## src/design/assert_macros.svh

```systemverilog
// Assertion macros shared by the RTL.
`ifndef ASSERT_MACROS_SVH
`define ASSERT_MACROS_SVH
`ifndef NO_ASSERTIONS
`define CHK_RST(lbl, clk, rstn, prop, msg) \
    lbl: assert property (@(posedge clk) disable iff (!(rstn)) prop) else $error(msg);
`define CHK_ALL(lbl, clk, prop, msg) \
    lbl: assert property (@(posedge clk) prop) else $error(msg);
`else
`define CHK_RST(lbl, clk, rstn, prop, msg)
`define CHK_ALL(lbl, clk, prop, msg)
`endif
`endif

```

## src/design/mexp_pkg.sv

```systemverilog
// Shared types and constants for the modular exponentiation core.
`timescale 1ns / 1ps
package mexp_pkg;
    localparam int EXP_BITS_DEF = 32;
    localparam int MOD_BITS_DEF = 31;
    localparam int MUL_W        = 32;   // multiplier operand width (base port width)
    localparam logic [31:0] MOD_RESET = 32'd1000000007;

    typedef enum logic {
        TAG_ACC = 1'b0,
        TAG_BAS = 1'b1
    } t_tag;

    typedef struct packed {
        logic valid;
        t_tag tag;
    } t_ctl;
endpackage

```

## src/design/mexp_cell.sv

```systemverilog
// One cell of the interleaved modular multiplier chain: one multiplier bit per cell.
`timescale 1ns / 1ps
module mexp_cell #(
    parameter int MOD_BITS = mexp_pkg::MOD_BITS_DEF
) (
    input  logic                    i_clk,
    input  logic                    i_rst_n,
    input  mexp_pkg::t_ctl          i_ctl,
    input  logic [MOD_BITS-1:0]     i_r,
    input  logic [MOD_BITS-1:0]     i_a,
    input  logic [mexp_pkg::MUL_W-1:0] i_mult,
    input  logic [MOD_BITS-1:0]     i_m,
    output mexp_pkg::t_ctl          o_ctl,
    output logic [MOD_BITS-1:0]     o_r,
    output logic [MOD_BITS-1:0]     o_a,
    output logic [mexp_pkg::MUL_W-1:0] o_mult,
    output logic [MOD_BITS-1:0]     o_m
);
    localparam int TW = MOD_BITS + 2;

    mexp_pkg::t_ctl              r_ctl;
    logic [MOD_BITS-1:0]         r_r, r_a, r_m;
    logic [mexp_pkg::MUL_W-1:0]  r_mult;
    logic [TW-1:0]               t0, t1, t2, m_ext;
    logic [MOD_BITS-1:0]         n_r;

    // r' = 2r + bit*a, below 3m, brought under m with two trial subtracts
    always_comb begin
        m_ext = {2'b00, i_m};
        t0 = {1'b0, i_r, 1'b0} + (i_mult[mexp_pkg::MUL_W-1] ? {2'b00, i_a} : '0);
        t1 = (t0 >= m_ext) ? t0 - m_ext : t0;
        t2 = (t1 >= m_ext) ? t1 - m_ext : t1;
        n_r = t2[MOD_BITS-1:0];
    end

    always_ff @(posedge i_clk) begin
        if (!i_rst_n) begin
            r_ctl <= '0;
        end else begin
            r_ctl <= i_ctl;
        end
        r_r    <= n_r;
        r_a    <= i_a;
        r_m    <= i_m;
        r_mult <= {i_mult[mexp_pkg::MUL_W-2:0], 1'b0};
    end

    assign o_ctl  = r_ctl;
    assign o_r    = r_r;
    assign o_a    = r_a;
    assign o_m    = r_m;
    assign o_mult = r_mult;
endmodule

```

## config.mk

```make
export PLATFORM = sky130hd
export DESIGN_NAME = mexp_cell
export DESIGN_NICKNAME = d
export VERILOG_FILES = /design/src/design/assert_macros.svh /design/src/design/mexp_pkg.sv /design/src/design/mexp_cell.sv
export SDC_FILE = /design/constraint.sdc
export NUM_CORES = 1
export LEC_CHECK = 0
export BUFFER_PORTS_ARGS = -buffer_cell sky130_fd_sc_hd__clkbuf_2
export CAP_MARGIN = 25
export CORE_MARGIN = 2
export CORE_UTILIZATION = 45
export CTS_CLUSTER_SIZE = 40
export DETAILED_ROUTE_END_ITERATION = 10
export PLACE_DENSITY = 0.73
export SLEW_MARGIN = 20
export SYNTH_ARGS = -nofsm -noshare
export SYNTH_HDL_FRONTEND = slang
export SYNTH_SLANG_ARGS = --single-unit
```

## constraint.sdc

```tcl
create_clock -name i_clk -period 12 [get_ports i_clk]
set_input_delay 3.6 -clock i_clk [delete_from_list [all_inputs] [get_ports i_clk]]
set_output_delay 3.6 -clock i_clk [all_outputs]
set_load 0.01 [all_outputs]
```

# [Word level (Yosys, flattened, before mapping)]
# Cells that the tools add are included.
[word_totals] output_inout_bits=127 in_bits=129 wordCells=14 register_bits=126
[op_classes] n_addsub=3 n_mux=3 magnitude_cmp=2
[op_table] cell="greater-or-equal comparator 33 x 31 -> 1 bit" n=2
[op_table] cell="two-way mux 31 bit" n=2
[op_table] cell="adder 32 x 31 -> 33 bit" n=1
[op_table] cell="two-way mux 33 bit" n=1
[op_table] cell="subtractor 33 x 31 -> 33 bit" n=1
[op_table] cell="subtractor 31 bit" n=1

# [Longest topological paths before layout]
# Gate-level depths: netlist (run 1).
[logic_depth] ltp_word=6 depth_mapped=37 ltp_nobuf=35

# [Worst setup path after synthesis (run 1)]
# No wires, ideal clock.
[synth_timing] path_type="in2reg" from="input port i_mult[31] (netlist name)" to="register r_r[10] (netlist: o_r[10])" required_ns=11.879 setup_time_ns=0.121 arrival_time_ns=10.306 stages=36 path_buffers=4 slack_ns=1.573 path_cell_list="clkbuf_1 and2_1 ha_1 inv_1 fa_1 nor2b_1 o31a_1 o21a_1 a2111o_1 a21oi_1 o21bai_1 xor2_1 ha_1 clkbuf_1 nand4_1 nor3_1 nand2_1 a21oi_1 o2111ai_1 a22oi_1 nor2_1 nand3_2 buf_6 mux2_2 ha_1 a21o_1 a21oi_1 o21ai_1 a31oi_1 nor3_1 o41ai_2 o21ai_0 a21oi_1 a21boi_2 buf_6 mux2_4"
[synth_via] elab_chain_len=6 elab_cells_between_ends=8 classes_between="3 x add/sub; 2 x order compare; 3 x mux"
[synth_rtl] element="start, declared" line_no="mexp_cell.sv:11" source="input logic [mexp_pkg::MUL_W-1:0] i_mult,"
[synth_rtl] element="two-way mux 31 bit *" line_no="mexp_cell.sv:30" source="t0 = {1'b0, i_r, 1'b0} + (i_mult[mexp_pkg::MUL_W-1] ? {2'b00, i_a} : '0);"
[synth_rtl] element="adder 32 x 31 -> 33 bit *" line_no="mexp_cell.sv:30"
[synth_rtl] element="subtractor 33 x 31 -> 33 bit or greater-or-equal comparator 33 x 31 -> 1 bit (tied branches)" line_no="mexp_cell.sv:31" source="t1 = (t0 >= m_ext) ? t0 - m_ext : t0;"
[synth_rtl] element="two-way mux 33 bit *" line_no="mexp_cell.sv:31"
[synth_rtl] element="subtractor 31 bit or greater-or-equal comparator 33 x 31 -> 1 bit (tied branches)" line_no="mexp_cell.sv:32" source="t2 = (t1 >= m_ext) ? t1 - m_ext : t1;"
[synth_rtl] element="two-way mux 31 bit *" line_no="mexp_cell.sv:32"
[synth_rtl] element="net t2[10]" line_no="mexp_cell.sv:24" source="logic [TW-1:0] t0, t1, t2, m_ext;"
[synth_rtl] element="end signal, assigned" line_no="mexp_cell.sv:42" source="r_r <= n_r;"
[synth_rtl] element="end, declared" line_no="mexp_cell.sv:22" source="logic [MOD_BITS-1:0] r_r, r_a, r_m;"
# The timed path passes the listed nets; every way through them passes the cells marked *.
# A chain may end at the register's enable or synchronous reset.

# [Worst setup path after layout (run 1)]
[layout_timing] from="input port i_mult[31] (netlist name)" to="register r_r[30] (netlist: o_r[30])"
# Same word-level chain as after synthesis.

==> results by group, run 1 <==
Worst setup path
  – Worst setup SP type: input pin
  – Crit. End Element: flip-flop
  – Most used cell, CP: o21ai_0
  – CP max FO: 31
  – Worst path slowest cell: a311oi_2
  – Delay-heaviest family, CP: compound AO/OA/AOI/OAI gates
  – CP required: 12.31 ns
  – Buffer and inverter count on the worst path: 3
  – CP Class: input pin to flip-flop
  – CP arrival: 11.51 ns
  – Slowest cell delay on critical path: approximately 0.46 ns

Global route
  – Remaining global-route overflow: 0
  – Number of global-route vias before repair: 7,084
  – Pin count of the biggest net entering global routing: 32
  – First-pass GRT wire length: 34.7 mm
  – Antenna violations before repair: 0
  – Tot GR Track Use: 21.5%

Synthesis
  – Synth unique cells: 81
  – Largest family of logic cells by synthesized area: compound AO/OA/AOI/OAI gates
  – Mux cell area share after synthesis: 10.1%
  – Main synth FF type: dfxtp_1
  – Compound-Gate Fraction of Synth Area: 21.4%
  – Simple-gate share of the synthesized area: 12.7%
  – Post-synthesis sequential area ratio: 29.2%
  – Post-Synth XOR/XNOR Area: about 8%
  – Yosys warns: 0
  – Seq cells post-synth: 126
  – Post-Synthesis Net Count: 1,150
  – Mapped Area: 0.00863 mm2
  – Post-synth EDFFs: 0
  – Adder-Cell Fraction of Synth Area: 14.0%
  – Synth async-reset ratio: 0%
  – Syn_area_per_cell: about 9.3 um2
  – Cells after Synth: 926

Finish
  – Leading cell type in the layout, fill and taps excluded: clkbuf_2
  – Area Growth Syn to Fin: 24.5%
  – Most frequent cells in the layout: clkbuf_2 (254), dfxtp_1 (126), ha_1 (92)
  – Nets: 1,403
  – Ant. Diodes: 0
  – Filler Cell Count: 1,683
  – Layout cells sized above 1: 32.0%

Floorplan
  – Core footprint: 0.0188 mm2
  – Die width: 143 um
  – Ports: 256
  – Total die area: slightly above 0.02 mm2
  – Die Span Y: 143 um
  – Initial core utilization: 46.0%
  – Std cell rows: 50

Routing
  – DRT iter0 DRCs: around 520
  – DRC Markers: 0
  – Pre-antenna DRT Iters: 5
  – Routed wire length per instance: 15.5 um
  – Final WL: 22.0 mm
  – Via count: 7,633
  – Vias per inst: 5.35
  – Post-DRT Antenna Nets: 0

Power
  – Sw power: 0.000900 W
  – Switch share: 37.0%
  – Peak supply drop: 0.118 mV
  – PD cells: 227 mW/mm2
  – Overall power: about 0.0024 W
  – Clock power share: a little under a quarter
  – Part of the power in registers: 21.4%
  – Leak Pwr: around 5.3 nW
  – Int Pwr: 0.00154 W
  – Combinational Power Share: 55.5%

Timing
  – Worst-margin pin slew: 0.732 ns
  – Hold Vio Cnt, Final: 0
  – RSZ-0062 raised after global routing: no
  – Fmax: 89.3 MHz
  – Final min period: 11.20 ns
  – Final period utilization: 93.3%
  – Slew headroom: 50.8%
  – Slew Limit Fails: 0
  – Setup_tns: 0 ns
  – Final setup vio count: 0

Clock network
  – Num CTS Buffers: 17
  – CTS Hold Buffers Added: 0
  – H-tree depth: 4
  – Post-CTS setup buffer count: 0
  – CTS max path bufs: 2
  – Post-CTS Resized: 0
  – TritonCTS Sinks: 126
  – Clock Tree Root: clkbuf_16
  – Clock transition at path regs: 0.06 ns
  – CTS tree: yes

Placed design
  – Final HPWL DP: between 15 and 20 mm
  – Input/output buffers: 254
  – RD Place Congestion: ~0.95

Min path
  – Worst hold stages: 1
  – Hold Path Class: input pin to flip-flop
  – Hold path endpoint: o_mult[3]
  – Origin of the worst min-delay path: i_mult[2]

Run
  – Max_cap viols: 0

Outcome
  – Outcome: completed
==> area by class of cell <==
class	instances	area [um2]	area share, %
multi-input cells	715	5750	53.5
flip-flops and latches	126	2520	23.5
repair buffers	259	1320	12.3
clock buffers	18	429	3.99
well taps	234	293	2.73
inverters	60	225	2.10
clock inverters	14	205	1.91
==> cell families after synthesis <==
| group | Yosys count |
|---|---|
| AOI/OAI and AO/OA | 264 |
| and+or+nand+nor | 212 |
| DFF | 126 |
| adders and majority gates | 95 |
| buffers and inverters | 85 |
| xor gates and xnor gates | 80 |
| muxes | 63 |
| other | 1 |
==> through the flow <==
step,instance area (um2),hold slack (ns),util (%),setup WS [ns],cells
5_1_grt,10700,3.26,57.2,0.0931,1426
3_5_place_dp,10100,3.70,53.9,0.434,1394
4_1_cts,10700,3.25,57.2,0.878,1426
2_1_floorplan,8630,3.63,-,1.57,926
6_report,10700,3.27,57.2,0.803,1426
3_3_place_gp,10100,3.70,53.9,0.647,1394
==> worst max-delay path by stage <==
stage	cells past startpoint	startpoint	slack (ns)	to
after global placement	35	i_mult[31]	0.65	o_r[15]
after CTS	35	i_mult[31]	0.88	o_r[10]
after detailed placement	35	i_mult[31]	0.43	o_r[30]
final	36	i_mult[31]	0.80	o_r[30]
after floorplan	36	i_mult[31]	1.57	o_r[10]
after global routing	35	i_mult[31]	0.09	o_r[30]
==> flip-flops by register name, indices dropped and copies added, names as in the netlist <==
register,count
o_ctl,2
o_a,31
o_mult,31
o_r,31
o_m,31
==> cell usage after synthesis (4+ instances only) <==
cell type    n  share of area, %
a211o_1      4              0.41
a211oi_1     9              0.78
a21boi_0     6              0.52
a21o_1      31               2.7
a21oi_1     81               4.7
a21oi_2      6              0.61
a31oi_1      7              0.51
and2_1      35               2.5
and3_1       5              0.36
buf_2        4              0.23
buf_6        5              0.65
clkbuf_1    13              0.57
dfxtp_1    126                29
ha_1        92                13
inv_1       60               2.6
mux2_2      12               1.6
mux2_4      45               7.8
mux2i_1      5              0.58
nand2_1     48               2.1
nand2b_1     7              0.51
nand3_1     23               1.3
nand4_1     13              0.94
nor2_1      43               1.9
nor2b_1      5              0.36
nor3_1      11              0.64
o211ai_1    10              0.87
o21a_1      10              0.87
o21ai_0     37               2.1
o21ai_1      6              0.35
o21bai_1    13               1.1
o31ai_1      5              0.43
xnor2_1     54               5.5
xor2_1      25               2.5
==> per-layer routing <==
| layer | GRT usage (%) | vias to the layer above | routed length, um |
|---|---|---|---|
| met2 | 33.9 | 299 | 9540 |
| li1 | - | 3867 | - |
| met5 | 0 | - | 0 |
| met3 | 4.68 | 27 | 1630 |
| met4 | 7.66 | 0 | 436 |
| met1 | 29.0 | 3440 | 10400 |
==> power groups by stage <==
stage | clock, W | combinational [W] | sequential, W
floorplan | 0 | 0.00101 | 0.000567
global placement | 0 | 0.00132 | 0.000528
detailed placement | 0 | 0.00133 | 0.000530
CTS | 0.000579 | 0.00134 | 0.000521
global route | 0.000595 | 0.00147 | 0.000527
finish | 0.000562 | 0.00135 | 0.000520
(Power assumes the default switching activity.)
==> inputs of run 2 (changes only) <==
- CTS_BUF_LIST: unset -> sky130_fd_sc_hd__clkbuf_2 sky130_fd_sc_hd__clkbuf_4 sky130_fd_sc_hd__clkbuf_8
==> results by group, run 2 (synthesis results as in run 1) <==
Floorplan
  – Std cell rows: 50
  – Die width: 143 um
  – Core footprint: between 0.015 and 0.02 mm2
  – Die Span Y: 143 um
  – Total die area: 0.0203 mm2
  – Ports: 256
  – Initial core utilization: 46.0%

Global route
  – Pin count of the biggest net entering global routing: 32
  – Antenna violations before repair: 0
  – Tot GR Track Use: 21.5%
  – Number of global-route vias before repair: 7,079
  – Remaining global-route overflow: 0
  – First-pass GRT wire length: 34.6 mm

Placed design
  – Input/output buffers: 254
  – Final HPWL DP: 17.9 mm
  – Place WS: 0.434 ns
  – RD Place Congestion: 0.953
  – Placed insts: 1,394

Finish
  – Filler Cell Count: 1,708
  – Area Growth Syn to Fin: 22.3%
  – Most frequent cells in the layout: clkbuf_2 (254), dfxtp_1 (126), ha_1 (92)
  – Reg area: around 0.0025 mm2
  – Cell Count, Final, Fillers Out: 1,426
  – Layout cells sized above 1: 32.1%
  – Footprint of the multi-input gates: 0.00575 mm2
  – Nets: 1,403
  – Ant. Diodes: 0
  – Leading cell type in the layout, fill and taps excluded: clkbuf_2

Worst setup path
  – Worst setup SP type: input pin
  – CP Class: input pin to flip-flop
  – Crit. End Element: flip-flop
  – Worst path slowest cell: a311oi_2
  – Slowest cell delay on critical path: 0.45 ns
  – CP arrival: approximately 12 ns
  – Most used cell, CP: o21ai_0
  – CP required: 12.35 ns
  – CP max FO: 31
  – Critical path origin: i_mult[31]
  – End of the critical path: o_r[30]

Timing
  – RSZ-0062 raised after global routing: no
  – Final min period: 11.16 ns
  – Final worst slack: 0.844 ns
  – Slew Limit Fails: 0
  – Final setup vio count: 0
  – Worst-margin pin slew: 0.742 ns
  – Hold Vio Cnt, Final: 0
  – Slew headroom: 50.2%
  – Final period utilization: between 90% and 100%
  – Setup_tns: 0 ns
  – Fmax: 89.6 MHz

Power
  – Peak supply drop: 0.0869 mV
  – Leak Pwr: 5.26 nW
  – PD cells: around 220 mW/mm2
  – Overall power: 0.00230 W

Clock network
  – Num CTS Buffers: 17
  – CTS tree: yes
  – Post-CTS Resized: 0
  – H-tree depth: 4
  – Post-CTS setup buffer count: 0
  – CTS Hold Buffers Added: 0
  – TritonCTS Sinks: 126
  – Clock transition at path regs: around 0.10 ns
  – CTS max path bufs: 2
  – Clock Tree Root: clkbuf_8

Min path
  – Hold Path Class: input pin to flip-flop
  – Origin of the worst min-delay path: i_a[15]

Routing
  – Pre-antenna DRT Iters: 5
  – Detail Route met3 WL: ~1.7 mm
  – DRT iter0 DRCs: 374
  – Vias per inst: 5.36
  – Final WL: 22.0 mm
  – DRT met1 WL: 10.3 mm
  – DR top layer: met4
  – Met2 Wirelength: 9.67 mm
  – Routed wire length per instance: 15.4 um
  – Post-DRT Antenna Nets: 0
  – Via count: 7,644
  – DRC Markers: 0

Run
  – Max_cap viols: 0

Outcome
  – Outcome: completed
==> run 2: stage by stage <==
| step | util, % | area (um2) | hold WS (ns) |
|---|---|---|---|
| after floorplan | - | 8630 | 3.63 |
| after global placement | 53.9 | 10100 | 3.70 |
| after detailed placement | 53.9 | 10100 | 3.70 |
| after CTS | 56.2 | 10600 | 3.21 |
| after global routing | 56.2 | 10600 | 3.20 |
| final | 56.2 | 10600 | 3.24 |
==> run 2: power by group <==
group          total [W]  leakage, nW  internal [W]  switching (W)
Combinational    0.00135         3.98      0.000683       0.000669
Clock           0.000427        0.219      0.000233       0.000194
Sequential      0.000520         1.06      0.000500      0.0000197
==> run 2: worst min path at each step <==
stage               slack (ns)         end  cells after the start
finish                    3.24     o_a[15]                      1
global route              3.20  o_mult[22]                      1
CTS                       3.21  o_mult[22]                      1
detailed placement        3.70   o_mult[1]                      1
global placement          3.70  o_mult[13]                      1
floorplan                 3.63      o_a[0]                      0
==> run 2: worst max-delay path, delay by kind of cell <==
| family | cells | cell delay [ns] |
|---|---|---|
| AO/OA/AOI/OAI | 19 | 3.95 |
| adder cells (fa/ha/maj) | 5 | 1.49 |
| AND/OR/NAND/NOR | 5 | 0.97 |
| multiplexers | 2 | 0.61 |
| buffers and inverters | 3 | 0.51 |
| XOR/XNOR | 2 | 0.36 |
==> run 2: final cells by class <==
| cell class | count | share of cell area (%) |
|---|---|---|
| clock buffer | 18 | 2.29 |
| clock inverter | 14 | 1.94 |
| inverter | 60 | 2.13 |
| multi-input combinational | 715 | 54.4 |
| sequential | 126 | 23.9 |
| tap | 234 | 2.77 |
| timing repair buffer | 259 | 12.5 |
==> run 2: metal layers <==
metal	up-vias	GRT usage (%)
li1	3864	-
met1	3455	28.8
met2	305	34.1
met3	20	5.25
met4	0	6.51
met5	-	0
